### src/rtl/core/occupancy_grid_ray_update_unit_macros.svh
// assertion helpers used by ogru_back
`ifndef OCCUPANCY_GRID_RAY_UPDATE_UNIT_MACROS_SVH
`define OCCUPANCY_GRID_RAY_UPDATE_UNIT_MACROS_SVH

`ifndef ASSERT_OFF
// clocked check, disabled while reset is asserted
`define OGRU_ASSERT(label, clk, rst_n, prop) \
	label: assert property (@(posedge clk) disable iff (!rst_n) (prop)) \
	else $error("ogru assertion failed");
// clocked check that also holds through reset
`define OGRU_ASSERT_NR(label, clk, prop) \
	label: assert property (@(posedge clk) (prop)) \
	else $error("ogru assertion failed");
`else
`define OGRU_ASSERT(label, clk, rst_n, prop)
`define OGRU_ASSERT_NR(label, clk, prop)
`endif

`endif

### src/rtl/core/ogru_fifo.sv
module ogru_fifo #(
	parameter type T = logic,
	parameter int DEPTH = 2
) (
	input  logic clk,
	input  logic arst_n,
	input  logic push,
	input  T     din,
	output logic full,
	input  logic pop,
	output T     dout,
	output logic empty
);
	localparam int PW = (DEPTH > 1) ? $clog2(DEPTH) : 1;
	localparam int CNT_W = $clog2(DEPTH + 1);

	T               mem_q [DEPTH];
	logic [PW-1:0]  wr_ptr_q;
	logic [PW-1:0]  rd_ptr_q;
	logic [CNT_W-1:0] cnt_q;
	logic           do_push;
	logic           do_pop;

	assign full    = (cnt_q == CNT_W'(DEPTH));
	assign empty   = (cnt_q == '0);
	assign do_push = push && !full;
	assign do_pop  = pop && !empty;
	assign dout    = mem_q[rd_ptr_q];

	always_ff @(posedge clk) begin
		if (do_push) begin
			mem_q[wr_ptr_q] <= din;
		end
	end

	always_ff @(posedge clk or negedge arst_n) begin
		if (!arst_n) begin
			wr_ptr_q <= '0;
			rd_ptr_q <= '0;
			cnt_q    <= '0;
		end else begin
			if (do_push) begin
				wr_ptr_q <= (wr_ptr_q == PW'(DEPTH - 1)) ? '0 : wr_ptr_q + PW'(1);
			end
			if (do_pop) begin
				rd_ptr_q <= (rd_ptr_q == PW'(DEPTH - 1)) ? '0 : rd_ptr_q + PW'(1);
			end
			if (do_push && !do_pop) begin
				cnt_q <= cnt_q + CNT_W'(1);
			end else if (do_pop && !do_push) begin
				cnt_q <= cnt_q - CNT_W'(1);
			end
		end
	end
endmodule

### config.mk
export PLATFORM = sky130hd
export DESIGN_NAME = ogru_fifo
export DESIGN_NICKNAME = d
export VERILOG_FILES = /design/src/rtl/core/occupancy_grid_ray_update_unit_macros.svh /design/src/rtl/core/ogru_fifo.sv
export SDC_FILE = /design/constraint.sdc
export NUM_CORES = 1
export LEC_CHECK = 0
export BUFFER_PORTS_ARGS = -buffer_cell sky130_fd_sc_hd__buf_2
export CAP_MARGIN = 30
export CORE_AREA = 2 2 39 41
export DETAILED_ROUTE_END_ITERATION = 6
export DIE_AREA = 0 0 41 43
export PLACE_DENSITY_LB_ADDON = 0.3
export SKIP_LAST_GASP = 1
export SLEW_MARGIN = 5
export SYNTH_ARGS = -nofsm -noshare
export SYNTH_HDL_FRONTEND = slang
export SYNTH_SLANG_ARGS = --single-unit
### constraint.sdc
create_clock -name clk -period 1.4 [get_ports clk]
set_input_delay 0.07 -clock clk [delete_from_list [all_inputs] [get_ports clk]]
set_output_delay 0.07 -clock clk [all_outputs]
set_load 0.1 [all_outputs]
# [Word-level counts from Yosys, hierarchy flattened]
# Memory sizes are Yosys's and may differ from the RTL's.
# Cells that the tools add are included.
[classes] muxes=6 eq_ne=1 n_addsub=4 n_reduce_logical=10
[op_table] operator="$logic_and 1x1->1" count=4
[op_table] operator="$logic_not 1->1" count=4
[op_table] operator="$mux 1" count=4
[op_table] operator="$mux 2" count=2
[op_table] operator="$add 1x1->1 const B" count=2
[op_table] operator="$add 2x1->2 const B" count=1
[op_table] operator="$eq 2x2->1 const B" count=1
[op_table] operator="$logic_not 2->1" count=1
[op_table] operator="$reduce_bool 2->1" count=1
[op_table] operator="$sub 2x1->2 const B" count=1
[totals] out_inout_bits=3 memories=1 register_bits=4 wordCells=25 ramBits=2 in_bits=5
[memory_table] name="mem_q" words=2 width=1 read_ports=1 rd_ports_with_merged_regs=0 wr=1 line="ogru_fifo.sv:17" source="T mem_q [DEPTH];"

# [Longest topological paths before layout]
[depth] ltp_word=7 depth_mapped=7 ltp_nobuf=7

# [Worst setup path before layout]
# OpenSTA, ideal clock, no wires.
[synth_timing] path_type="reg2out" start="register cnt_q[0]" end="output port empty" setup_slack_ns=-0.343 required_ns=1.330 arrival_time_ns=1.673 stages_incl_launch_ff=2 n_path_buf=0 cell_sequence="dfrtp_1 nor2_1"
[synth_between] elab_chain_len=1
[synth_lines] element="start, declared" line="ogru_fifo.sv:20" source="logic [CNT_W-1:0] cnt_q;"
[synth_lines] element="start signal, assigned" line="ogru_fifo.sv:49" source="cnt_q <= cnt_q + CNT_W'(1);"
[synth_lines] element="start signal, assigned" line="ogru_fifo.sv:51" source="cnt_q <= cnt_q - CNT_W'(1);"
[synth_lines] element="$logic_not 2->1" line="ogru_fifo.sv:25" source="assign empty = (cnt_q == '0);"
[synth_lines] element="end, declared" line="ogru_fifo.sv:12" source="output logic empty"
# Every way passes these cells.

# [Worst setup path in the final report]
# Ends and elaborated chain as after synthesis.

==> results.ini <==
[timing]
finClkSkew_ns=0.0000683
slew_viol_final=0
slew_headroom=0.680
worst_slew_pin_slew_ns=0.483
hold_violations=0
finalSetupViolCount=0
finalSetupTns_ns=0
fmax_ghz=0.744
fin_crit_sh=0.959
finalCriticalPeriod_ns=1.34

[synth]
synth_top_area_frac=0.374
synth_flop_cell=dfrtp_1
synthTopCellsByCount=dfrtp_1, nor2_1, xnor2_1
synth.distinct_cells=12
synthCells=22
syn-num-nets=28
syn_area_sq_um=268
seq_area_frac_synth=0.598
syn_area_per_cell_sq_um=12.2
synthArstFlopShare=0.667
yosysTopAreaCell=dfrtp_1
yosysWarnings=0
synth_edf_count=2
synthTopCellsByArea=dfrtp_1, edfxtp_1, xnor2_1
synth_most_common_cell=dfrtp_1
ys_seq_elements=6

[grt]
grt_pass1_vias=204
grt_pass1_wl_um=814
grt_start_max_net_pins=5
grt-ovfl-total=0
met1_usage=0.0855
met2_usage=0.106
grt-busiest-layer=met2
grtUsageMet3=0.0628
antenna_found_initial=0
gr-usage-all-layers=0.0758

[critical_path]
r2r_setup_slack_ns=0.07
reg2reg_depth=6
end_kind=primary output
r2r-end=cnt_q[1]
r2r-start=cnt_q[0]
start_kind=flop
cp.arrival_ns=1.27
cp_data_required_time_ns=1.33
worstPathMaxFanout=3
setup.worst_path.class=reg2out

[route]
drc_errors=0
wl_per_cell_um=9.74
drt_iter0_markers=0
wl_um=526
num_vias=206
viasPerCell=3.81
dr.pass1.iters=1
ant_nets=0

[floorplanning]
ios=8
start_util=0.193
coreArea_sq_mm=0.00138
die_y_um=43
dieArea_sq_mm=0.00176
fp.dieW_um=41
rows=14

[cells_and_area]
nets=45
nFillCells=150
multi_input_area_sq_um=116
antenna_cells=0
drive_above_1_share=0.526
syn_to_final_growth_pct=63.1
ff_latch_area_sq_um=161

[clock_tree]
cts_buffers=3
clkTransAtPathRegs_ns=0.05
cts.path.max_buffers=2
root_buffer=clkbuf_4
clk_latency_ns=0.24
htreeDepth=1
cts.sinks=6
cts_tree=built

[worst_hold_path]
worst_hold_path_type=in2reg
hold_end=mem_q[0]
hold_depth=1
holdCritStartpoint=din

[place]
dp_hpwl_um=415
portBuffers=7
gp_routability_congestion=0.578

[flow_run]
maxCapViolCount=0

[outcome]
run_status=finished clean

## sequential cells by signal (all words and copies together) (netlist names)
name	count
mem_q	2
wr_ptr_q	1
cnt_q	2
rd_ptr_q	1
## worst max-delay path, stage by stage, from the launching register on
cell and delay [ns]:
dfrtp_1 0.39, buf_4 0.16, nor2_2 0.07, buf_2 0.42
## per-stage QoR
| step | area [sq um] | utilization | cells | hold slack (ns) | worst slack [ns] |
|---|---|---|---|---|---|
| 5_1_grt | 437 | 0.316 | 54 | 0.0259 | -0.0000939 |
| 3_3_place_gp | 378 | 0.273 | 48 | -0.123 | 0.0917 |
| 4_1_cts | 414 | 0.299 | 53 | 0.0223 | 0.0443 |
| 6_report | 437 | 0.316 | 54 | 0.0288 | 0.0568 |
| 2_1_floorplan | 270 | - | 22 | -0.226 | 0.0272 |
| 3_5_place_dp | 378 | 0.273 | 48 | -0.118 | 0.0560 |
## how the worst max path moves through the flow
stage                        start       end
after floorplan           cnt_q[0]  cnt_q[1]
after global placement    cnt_q[0]  cnt_q[1]
final                     cnt_q[0]     empty
after CTS                 cnt_q[0]  cnt_q[1]
after global routing      cnt_q[0]  cnt_q[1]
after detailed placement  cnt_q[0]  cnt_q[1]
## what timing repair did
item | in CTS | in global routing
gates resized for setup | 0 | 4
endpoints found under the setup margin | 0 | 1
hold buffers | 1 | 0
endpoints found under the hold margin | 4 | 0
setup buffers | 0 | 1
## cell type report
class	count	area share
flip-flops and latches	6	0.370
well taps	16	0.0458
multi-input cells	14	0.266
repair buffers	12	0.241
inverters	2	0.0172
clock buffers	4	0.0602
## metal layers
metal,routed length (um),part of all wire
met5,0,0
met4,6,0.011
met3,42,0.080
met2,244,0.46
met1,232,0.44
## layout by cell type (no fill, tap or decap), types with 2 or more instances in the layout
master / instances
buf_12: 2
buf_2: 5
buf_4: 4
clkbuf_4: 3
dfrtp_1: 3
edfxtp_1: 2
inv_1: 2
nor2_1: 2
xnor2_1: 3
xor2_1: 2
## cell families (layout without fill, tap and decap cells)
group                    count (synthesis)  count (layout)  share of synthesized area
multiplexers                             1               1                     0.0421
AO/OA/AOI/OAI                            1               1                     0.0187
adder cells (fa/ha/maj)                  1               1                     0.0467
AND/OR/NAND/NOR                          6               6                      0.103
flip-flops                               6               6                      0.598
XOR/XNOR                                 5               5                      0.164
buffers and inverters                    2              18                     0.0280
Power is left out: the tool's default activity adds up to more than one toggle a clock period on the data nets, which glitch-free logic cannot reach.
