--- config.mk ---
export PLATFORM = sky130hd
export DESIGN_NAME = ogru_front
export DESIGN_NICKNAME = d
export VERILOG_FILES = /design/src/rtl/core/occupancy_grid_ray_update_unit_macros.svh /design/src/rtl/core/ogru_pkg.sv /design/src/rtl/core/ogru_front.sv
export SDC_FILE = /design/constraint.sdc
export NUM_CORES = 1
export LEC_CHECK = 0
export BUFFER_PORTS_ARGS = -buffer_cell sky130_fd_sc_hd__buf_2
export CAP_MARGIN = 20
export CORE_MARGIN = 5
export CORE_UTILIZATION = 55
export CTS_BUF_LIST = sky130_fd_sc_hd__clkbuf_2 sky130_fd_sc_hd__clkbuf_4 sky130_fd_sc_hd__clkbuf_8
export DETAILED_ROUTE_END_ITERATION = 16
export GPL_TIMING_DRIVEN = 0
export PLACE_DENSITY_LB_ADDON = 0.25
export RECOVER_POWER = 100
export SKIP_CTS_REPAIR_TIMING = 1
export SYNTH_ARGS = -nofsm -noshare
export SYNTH_HDL_FRONTEND = slang
export SYNTH_SLANG_ARGS = --single-unit
--- constraint.sdc ---
create_clock -name clk -period 7.6 [get_ports clk]
set_clock_uncertainty 0.2 [all_clocks]
set_input_delay 0.76 -clock clk [delete_from_list [all_inputs] [get_ports clk]]
set_output_delay 0.76 -clock clk [all_outputs]
set_load 0.02 [all_outputs]
--- src/rtl/core/occupancy_grid_ray_update_unit_macros.svh ---
// assertion helpers used by ogru_back
`ifndef OCCUPANCY_GRID_RAY_UPDATE_UNIT_MACROS_SVH
`define OCCUPANCY_GRID_RAY_UPDATE_UNIT_MACROS_SVH

`ifndef ASSERT_OFF
// clocked check, disabled while reset is asserted
`define OGRU_ASSERT(label, clk, rst_n, prop) \
	label: assert property (@(posedge clk) disable iff (!rst_n) (prop)) \
	else $error("ogru assertion failed");
// clocked check that also holds through reset
`define OGRU_ASSERT_NR(label, clk, prop) \
	label: assert property (@(posedge clk) (prop)) \
	else $error("ogru assertion failed");
`else
`define OGRU_ASSERT(label, clk, rst_n, prop)
`define OGRU_ASSERT_NR(label, clk, prop)
`endif

`endif

--- src/rtl/core/ogru_pkg.sv ---
package ogru_pkg;

	localparam int POS_W = 16;
	localparam int N_W   = 16;
	localparam int ERR_W = 40;
	localparam int Q_W   = 13;
	localparam int D_W   = 18;
	localparam int RC_W  = 8;
	localparam int LO_W  = 16;
	localparam int LIM_W = 15;
	localparam int VIS_W = 12;

	typedef enum logic [1:0] {
		FUNC_RAY   = 2'd0,
		FUNC_READ  = 2'd1,
		FUNC_CLEAR = 2'd2
	} func_t;

	typedef enum logic [1:0] {
		CFG_PRIOR = 2'd0,
		CFG_OCC   = 2'd1,
		CFG_FREE  = 2'd2,
		CFG_LIMIT = 2'd3
	} cfg_idx_t;

	typedef struct packed {
		logic signed [LO_W-1:0] prior;
		logic signed [LO_W-1:0] occ;
		logic signed [LO_W-1:0] free;
		logic [LIM_W-1:0]       limit;
	} cfg_t;

	typedef struct packed {
		logic [1:0]              func;
		logic signed [POS_W-1:0] x;
		logic signed [POS_W-1:0] y;
		logic [D_W-1:0]          dx;
		logic [D_W-1:0]          dy;
		logic                    x_up;
		logic                    y_up;
		logic                    dx_nz;
		logic                    dy_nz;
		logic signed [ERR_W-1:0] err;
		logic [N_W-1:0]          n;
		logic [RC_W-1:0]         col;
		logic [RC_W-1:0]         row;
	} cmd_t;

	typedef struct packed {
		logic signed [LO_W-1:0] log_odds;
		logic                   status;
		logic [VIS_W-1:0]       visited;
	} res_t;

	typedef enum logic [2:0] {
		B_INIT,
		B_IDLE,
		B_CLEAR,
		B_RD_WAIT,
		B_RAY_CHK,
		B_DIV,
		B_RAY_WR,
		B_DONE
	} back_state_t;

endpackage

--- src/rtl/core/ogru_front.sv ---
module ogru_front #(
	parameter int FRAC_BITS = 8
) (
	input  logic               clk,
	input  logic               arst_n,
	input  logic               accept,
	input  logic [1:0]         func,
	input  logic [15:0]        start_x,
	input  logic [15:0]        start_y,
	input  logic signed [17:0] end_x,
	input  logic signed [17:0] end_y,
	input  logic [7:0]         read_col,
	input  logic [7:0]         read_row,
	output logic               front_full,
	output ogru_pkg::cmd_t     cmd,
	output logic               cmd_push,
	input  logic               cmd_full
);
	import ogru_pkg::*;

	localparam int FW  = FRAC_BITS + 1;
	localparam int ONE = 1 << FRAC_BITS;
	localparam int PW  = FW + D_W;

	// per-axis setup
	logic signed [18:0] x0e, x1e, xdiff, xneg, xc, xfl, xspan;
	logic signed [18:0] y0e, y1e, ydiff, yneg, yc, yfl, yspan;
	logic               xgt, ygt;
	logic [FW-1:0]      xfa, yfa;

	// stage 1
	logic               v_s1;
	logic [1:0]         func_s1;
	logic [RC_W-1:0]    col_s1, row_s1;
	logic signed [POS_W-1:0] xc_s1, yc_s1;
	logic [D_W-1:0]     dx_s1, dy_s1;
	logic               xgt_s1, ygt_s1;
	logic [N_W-1:0]     xspan_s1, yspan_s1;
	logic [FW-1:0]      xfa_s1, yfa_s1;

	// stage 2
	logic               v_s2;
	logic [1:0]         func_s2;
	logic [RC_W-1:0]    col_s2, row_s2;
	logic signed [POS_W-1:0] xc_s2, yc_s2;
	logic [D_W-1:0]     dx_s2, dy_s2;
	logic               xgt_s2, ygt_s2;
	logic [N_W-1:0]     n_s2;
	logic [PW-1:0]      ex_s2, ey_s2;

	logic adv;

	always_comb begin
		x0e   = {3'b000, start_x};
		x1e   = {end_x[17], end_x};
		xgt   = x1e > x0e;
		xdiff = x1e - x0e;
		xneg  = -xdiff;
		xc    = x0e >>> FRAC_BITS;
		xfl   = x1e >>> FRAC_BITS;
		xspan = xgt ? (xfl - xc) : (xc - xfl);
		xfa   = xgt ? (FW'(ONE) - {1'b0, start_x[FRAC_BITS-1:0]})
		            : {1'b0, start_x[FRAC_BITS-1:0]};

		y0e   = {3'b000, start_y};
		y1e   = {end_y[17], end_y};
		ygt   = y1e > y0e;
		ydiff = y1e - y0e;
		yneg  = -ydiff;
		yc    = y0e >>> FRAC_BITS;
		yfl   = y1e >>> FRAC_BITS;
		yspan = ygt ? (yfl - yc) : (yc - yfl);
		yfa   = ygt ? (FW'(ONE) - {1'b0, start_y[FRAC_BITS-1:0]})
		            : {1'b0, start_y[FRAC_BITS-1:0]};
	end

	assign cmd_push   = v_s2 && !cmd_full;
	assign adv        = !v_s2 || !cmd_full;
	assign front_full = !adv;

	always_ff @(posedge clk or negedge arst_n) begin
		if (!arst_n) begin
			v_s1 <= 1'b0;
			v_s2 <= 1'b0;
		end else if (adv) begin
			v_s1 <= accept;
			v_s2 <= v_s1;
		end
	end

	always_ff @(posedge clk) begin
		if (adv) begin
			func_s1  <= func;
			col_s1   <= read_col;
			row_s1   <= read_row;
			xc_s1    <= xc[POS_W-1:0];
			yc_s1    <= yc[POS_W-1:0];
			dx_s1    <= xgt ? xdiff[D_W-1:0] : xneg[D_W-1:0];
			dy_s1    <= ygt ? ydiff[D_W-1:0] : yneg[D_W-1:0];
			xgt_s1   <= xgt;
			ygt_s1   <= ygt;
			xspan_s1 <= xspan[N_W-1:0];
			yspan_s1 <= yspan[N_W-1:0];
			xfa_s1   <= xfa;
			yfa_s1   <= yfa;

			func_s2  <= func_s1;
			col_s2   <= col_s1;
			row_s2   <= row_s1;
			xc_s2    <= xc_s1;
			yc_s2    <= yc_s1;
			dx_s2    <= dx_s1;
			dy_s2    <= dy_s1;
			xgt_s2   <= xgt_s1;
			ygt_s2   <= ygt_s1;
			n_s2     <= N_W'(1) + ((dx_s1 != '0) ? xspan_s1 : '0)
			                    + ((dy_s1 != '0) ? yspan_s1 : '0);
			ex_s2    <= (dx_s1 != '0) ? PW'(xfa_s1) * PW'(dy_s1) : '0;
			ey_s2    <= (dy_s1 != '0) ? PW'(yfa_s1) * PW'(dx_s1) : '0;
		end
	end

	always_comb begin
		cmd.func  = func_s2;
		cmd.x     = xc_s2;
		cmd.y     = yc_s2;
		cmd.dx    = dx_s2;
		cmd.dy    = dy_s2;
		cmd.x_up  = xgt_s2;
		cmd.y_up  = ygt_s2;
		cmd.dx_nz = dx_s2 != '0;
		cmd.dy_nz = dy_s2 != '0;
		cmd.err   = $signed(ERR_W'(ex_s2)) - $signed(ERR_W'(ey_s2));
		cmd.n     = n_s2;
		cmd.col   = col_s2;
		cmd.row   = row_s2;
	end
endmodule

After elaboration in Yosys (flattened, before gate mapping)

Cells that the tools add are included.

$add $sub $neg: 13
Multiply operators: 2
Order comparisons: 2
Mux-type cells: 8
Reduce and logical (&&, ||, !) cells: 9

Operators with widths:

| kind                    | number |
|---|---|
| $reduce_bool A18 Y1     | 4 |
| $mux W16                | 4 |
| $mul A9 B18 Y27         | 2 |
| $gt A18 B17 Y1          | 2 |
| $mux W18                | 2 |
| $neg A18 Y18            | 2 |
| $sub A18 B17 Y18        | 2 |
| $sub A27 B27 Y28        | 1 |
| $sub A10 B9 Y11         | 2 |
| $sub A9 B10 Y11         | 2 |
| $sub A9 B8 Y9 const A   | 2 |
| $add A1 B16 Y16 const A | 1 |
| $add A16 B16 Y16        | 1 |
| $mux W8                 | 2 |
| $logic_not A1 Y1        | 3 |
| $logic_and A1 B1 Y1     | 1 |
| $logic_or A1 B1 Y1      | 1 |

Register bits: 266
Output and inout port bits: 148
Logic and storage cells: 63

Depth between registers and ports, before layout

Gate-level depths: netlist of run 1.

Depth in word-level cells: 4
Depth in mapped cells: 22
Gate-level depth less buffers: 20

Least setup slack after synthesis of run 1

No wires, ideal clock.

Path type: in2out
From: input cmd_full
To: output front_full
Arrival: 7.178 ns
Required time: 6.640 ns
Setup slack: -0.538 ns
Stages: 2
Path buffers: 0
Cells stage by stage: nand2_1 > inv_1

Cells in the longest elaborated chain, start to end: 3

RTL lines:

| item               | line             | source |
|---|---|---|
| from (decl)        | ogru_front.sv:17 | `input logic cmd_full` |
| $logic_not A1 Y1   | ogru_front.sv:78 | `assign adv = !v_s2 \|\| !cmd_full;` |
| $logic_or A1 B1 Y1 | ogru_front.sv:78 |  |
| $logic_not A1 Y1   | ogru_front.sv:79 | `assign front_full = !adv;` |
| to (decl)          | ogru_front.sv:14 | `output logic front_full,` |

No other way between the ends.

Worst setup path in the final report of run 1

From: register xfa_s1[0]
To: register ex_s2[24], data pin

Cells in the longest elaborated chain, start to end: 1

RTL lines:

| item                   | line              | source |
|---|---|---|
| from (decl)            | ogru_front.sv:39  | `logic [FW-1:0] xfa_s1, yfa_s1;` |
| from (signal assigned) | ogru_front.sv:104 | `xfa_s1 <= xfa;` |
| $mul A9 B18 Y27        | ogru_front.sv:118 | `ex_s2 <= (dx_s1 != '0) ? PW'(xfa_s1) * PW'(dy_s1) : '0;` |
| to (signal assigned)   | ogru_front.sv:118 |  |
| to (decl)              | ogru_front.sv:49  | `logic [PW-1:0] ex_s2, ey_s2;` |

No other way between the ends.
A chain may end at the register's enable or synchronous reset.

==> impl_metrics.toml, run 1 <==
[detailed_routing]
routed_wl_um = 60400
viasPerCell = 5.37
firstDrtPassIters = 5
remaining_drc_errors = 0
wl_per_cell_um = 17.9
dr_total_vias = 18169
dr.first_iter.drc_count = 1280
ant_nets = 0

[die]
fp.dieH_um = 221
die-width_um = 221
ios = 238
initial_core_util_pct = 55.5
dieArea_um2 = 48900
rows = 77
core_area_um2 = 44100

[critical_path]
critical_path.top_delay_family = "adder cells"
crit_required_ns = 7.79
crit_top_cell = "fa_1"
critPathKind = "flop to flop"
crit_start = "xfa_s1[0]"
worst-path-max-fanout = 10
critPathBufInv = 5
path_cells = "clkbuf_1 > clkbuf_1 > nand2_1 > fa_1 > inv_1 > fa_1 > fa_1 > inv_1 > fa_1 > inv_1 > ha_1 > o21a_1 > o31a_1 > nor2_1 > o21ai_0 > a211oi_1 > o31ai_1 > a2111oi_0 > or3_1 > a21oi_1"
max_stage_delay_ns = 0.67
rr_startpoint = "xfa_s1[0]"
cp-start-kind = "flop"
arrival_ns = 7.13
cpMaxStageDelayCell = "o31ai_1"
cp-end-kind = "flop"

[logic_synthesis]
syn_area_per_cell_um2 = 9.93
ys.flop_type = "edfxtp_1"
yosys_warnings = 0
synth_seq_cells = 256
yosysTopAreaCellShare_pct = 31.1
synth_top_area_cell = "edfxtp_1"
ys_seq_area_share_pct = 31.3
synth.area.top_cells = "edfxtp_1, fa_1, ha_1"
synth_edf_count = 254
ys_types = 84
synth_cells = 2469
async_flop_share_pct = 0.781
syn_area_um2 = 24500

[global_route]
grtUsageMet2_pct = 42.3
grt_usage_pct = 24.6
grt_antenna_before_repair = 0
use_met1_pct = 32.0
grt_pass1_wl_um = 98500
grt_overflow_total = 0
grt_max_degree = 128
first_global_vias = 19307
busiest_layer = "met2"
met3_usage_pct = 4.20

[cells_and_area]
areaGrowthSynthToFinish_pct = 11.0
antenna_cells = 0
n_fill_cell = 3822
final_cell_mix = "inv_1, edfxtp_1, fa_1"
final_common_cell = "inv_1"
fin_nets = 3266
drive_above_1_share_pct = 7.46

[status]
violations = "capacitance limit, slew limit"
status = "complete, but fails checks"

[run]
max_cap_violations = 2

[sta]
setup_violations = 0
tightest_slew_ns = 6.38
setup_tns_ns = 0
rsz0062_at_grt = "false"
slew_viol_final = 254
timing.final.crit_period_ns = 6.94
maxSlewHeadroom_pct = -325
fin_crit_sh_pct = 91.3
finalHoldViolCount = 0
fmax_mhz = 144

[place]
buffer_ports.inserted = 219
gp_congestion = 0.926
hpwl_um = 47900

[min_path]
hold_path.class = "input pin to flop"
hp-start = "read_row[4]"

[clock_network]
cts_tree = "done"
clock-sinks = 256
htreeDepth = 2
cts_buffers = 46
root_buffer = "clkbuf_8"
clk_pin_slew_worst_paths_ns = 0.06
insertion_delay_ns = 0.64
cts_buffer_depth = 3
layout make-up:
type                       instances  area [um^2]  share of cell area (%)
multi-input combinational       1692        14600                    53.7
sequential                       256         7680                    28.2
inverter                         417         1570                    5.76
timing repair buffer             224          942                    3.46
tap                              592          741                    2.72
clock buffer                      57          716                    2.63
buffer                           119          626                    2.30
clock inverter                    25          319                    1.17
per-stage QoR:
step                hold slack [ns]  utilization (%)  cell area (um^2)  setup WS (ns)  instances
detailed placement            0.205             60.0             26500           1.14       3298
finish                       0.0939             61.6             27200          0.659       3382
global route                 0.0464             61.6             27200          0.333       3382
floorplan                     0.200                -             24600           2.20       2484
CTS                          -0.360             62.4             27500           1.01       3380
global placement              0.200             59.8             26400           1.18       3295
worst paths after layout:
kind / cells after the start / slack [ns] / endpoint
setup / recovery: 20 / 0.66 / ex_s2[24]
hold / removal: 1 / 0.09 / row_s1[4]
setup reg to reg: 20 / 0.66 / ex_s2[24]
hold reg to reg: 0 / 0.21 / ygt_s2
max in group asynchronous: 2 / 6.84 / v_s1
min in group asynchronous: 2 / 0.24 / v_s2
per-layer routing:
layer,up-vias,wire (um)
met5,-,0
met4,0,1810
met1,8842,25700
met2,559,29200
met3,117,3710
li1,8651,-
registers in the layout, indices dropped and copies added, names as in the netlist, 9 cells and up:
signal	cells
dx_s1	18
dx_s2	18
dy_s1	18
dy_s2	18
ex_s2	27
ey_s2	27
n_s2	16
xfa_s1	9
xspan_s1	11
yfa_s1	9
yspan_s1	11
cell families after synthesis:
| kind of cell | after synthesis | share of synthesized area [%] |
|---|---|---|
| multiplexers | 9 | 0.378 |
| other | 1 | 0.0153 |
| flip-flops | 256 | 31.3 |
| AO/OA/AOI/OAI | 367 | 9.75 |
| adder cells (fa/ha/maj) | 420 | 28.6 |
| buffers and inverters | 536 | 9.03 |
| XOR/XNOR | 145 | 5.24 |
| AND/OR/NAND/NOR | 735 | 15.6 |
Yosys cell counts, types with 5 or more instances:
cell type,number
buf_2,10
clkbuf_8,5
nand3_1,29
edfxtp_1,254
and3_1,12
o31ai_1,10
nand2_1,206
o21bai_1,11
xor2_1,43
xnor2_1,100
a21o_1,49
nor2_1,103
and2_1,195
o21ai_0,75
a211o_1,8
mux2i_1,7
nor4_1,20
inv_1,415
clkbuf_1,69
or3_1,9
fa_1,234
a21boi_0,5
ha_1,186
o21a_1,18
nand3b_1,5
or4_1,10
nor2b_1,53
nand2b_1,19
a31oi_1,24
nor3_1,34
buf_4,34
a211oi_1,17
a21oi_1,103
a2111oi_0,6
nand4_1,17
worst reg2reg max path, cell delays in order (launching register included):
cell and delay [ns]:
edfxtp_1 0.40, clkbuf_1 0.49, clkbuf_1 0.46, nand2_1 0.15
fa_1 0.56, inv_1 0.05, fa_1 0.47, fa_1 0.55
inv_1 0.05, fa_1 0.48, inv_1 0.04, ha_1 0.34
o21a_1 0.14, o31a_1 0.18, nor2_1 0.05, o21ai_0 0.30
a211oi_1 0.19, o31ai_1 0.67, a2111oi_0 0.29, or3_1 0.36
a21oi_1 0.27
Power of run 1 is left out: the tool's default activity adds up to more than one toggle a clock period on the data nets, which glitch-free logic cannot reach.
==> run 2: changes to the inputs <==
--- a/config.mk
+++ b/config.mk
@@ -13,7 +13,7 @@
 export DETAILED_ROUTE_END_ITERATION = 16
 export GPL_TIMING_DRIVEN = 0
 export PLACE_DENSITY_LB_ADDON = 0.25
-export RECOVER_POWER = 100
+export RECOVER_POWER = 50
 export SKIP_CTS_REPAIR_TIMING = 1
 export SYNTH_ARGS = -nofsm -noshare
 export SYNTH_HDL_FRONTEND = slang
==> impl_metrics.toml, run 2 (synthesis results as in run 1) <==
[sta]
timing.final.crit_period_ns = 6.70
setup_tns_ns = 0
finalHoldViolCount = 0
tightest_slew_ns = 6.41
fin_crit_sh_pct = 88.1
maxSlewHeadroom_pct = -328
slew_viol_final = 254
fmax_mhz = 149
rsz0062_at_grt = "false"
setup_violations = 0

[cells_and_area]
antenna_cells = 0
final_common_cell = "inv_1"
largestRegisters = "ex_s2 x27, ey_s2 x27"
drive_above_1_share_pct = 12.8
final_cell_mix = "inv_1, edfxtp_1, fa_1"
areaGrowthSynthToFinish_pct = 12.0
fin_nets = 3266

[critical_path]
critPathBufInv = 5
arrival_ns = 6.89
path_cells = "clkbuf_1 > clkbuf_1 > nand2_1 > fa_1 > inv_1 > fa_1 > inv_1 > fa_1 > fa_1 > inv_1 > ha_1 > o21a_1 > o31a_1 > nor2_1 > o21ai_1 > a211oi_1 > o31ai_2 > a2111oi_0 > o21ai_0 > a21oi_1"
critical_path.top_delay_family = "adder cells"
worst-path-max-fanout = 10
crit_top_cell = "fa_1"
cp-start-kind = "flop"
crit_required_ns = 7.79
max_stage_delay_ns = 0.64
critPathKind = "flop to flop"
cp-end-kind = "flop"
cpMaxStageDelayCell = "a2111oi_0"

[detailed_routing]
dr.first_iter.drc_count = 1277
routed_wl_um = 60400
remaining_drc_errors = 0
ant_nets = 0
wl_per_cell_um = 17.9
dr_total_vias = 18206
firstDrtPassIters = 6
viasPerCell = 5.38

[place]
gp_congestion = 0.926
hpwl_um = 47900
buffer_ports.inserted = 219

[die]
ios = 238
rows = 77
dieArea_um2 = 48900
die-width_um = 221
initial_core_util_pct = 55.5
core_area_um2 = 44100
fp.dieH_um = 221

[global_route]
grt_antenna_before_repair = 0
grt_usage_pct = 24.6
grt_overflow_total = 0
grt_max_degree = 128
first_global_vias = 19307
grt_pass1_wl_um = 98500

[clock_network]
clk_pin_slew_worst_paths_ns = 0.06
cts_buffers = 46
clock-sinks = 256
htreeDepth = 2
root_buffer = "clkbuf_8"
cts_buffer_depth = 3
cts_tree = "done"
insertion_delay_ns = 0.64

[status]
violations = "capacitance limit, slew limit"
status = "complete, but fails checks"

[run]
max_cap_violations = 2

[min_path]
hold_path.class = "input pin to flop"
==> run 2: worst register-to-register path: cells and delay by family (launching register included) <==
kind	cells	cell delay, ns
and+or+nand+nor	2	0.25
adders and majority gates	5	2.36
buffers and inverters	5	1.12
AOI/OAI and AO/OA	8	2.13
DFF	1	0.40
==> run 2: per-layer routing <==
layer,wire length (um),part of all wire [%],track usage [%]
met5,0,0,0
met4,1870,3.1,7.96
met3,3720,6.2,4.20
met2,29100,48,42.3
met1,25700,43,32.0
==> run 2: path summary, 6_finish.rpt <==
path                       cells past startpoint        end        start  slack, ns
setup / recovery                              20  ex_s2[24]    xfa_s1[0]       0.90
hold / removal                                 1  row_s1[4]  read_row[4]       0.09
setup reg to reg                              20  ex_s2[24]    xfa_s1[0]       0.90
hold reg to reg                                0     ygt_s2       ygt_s1       0.21
max in group asynchronous                      2       v_s1       arst_n       6.84
min in group asynchronous                      2       v_s2       arst_n       0.24
==> run 2: metrics by stage <==
| stage | cell area, um^2 | hold WS [ns] | setup slack (ns) | utilization, % | instances |
|---|---|---|---|---|---|
| final | 27400 | 0.0948 | 0.905 | 62.2 | 3382 |
| after global routing | 27400 | 0.0464 | 0.350 | 62.2 | 3382 |
| after CTS | 27500 | -0.360 | 1.01 | 62.4 | 3380 |
| after detailed placement | 26500 | 0.205 | 1.14 | 60.0 | 3298 |
| after global placement | 26400 | 0.200 | 1.18 | 59.8 | 3295 |
| after floorplan | 24600 | 0.200 | 2.20 | - | 2484 |
==> run 2: area by class of cell <==
type,count,area [um^2]
plain buffers,119,643
clock buffers,57,716
fillers,3737,16700
multi-input cells,1692,14700
repair buffers,224,1110
clock inverters,25,319
inverters,417,1570
flip-flops and latches,256,7680
well taps,592,741
Power of run 2 is left out for the same reason.
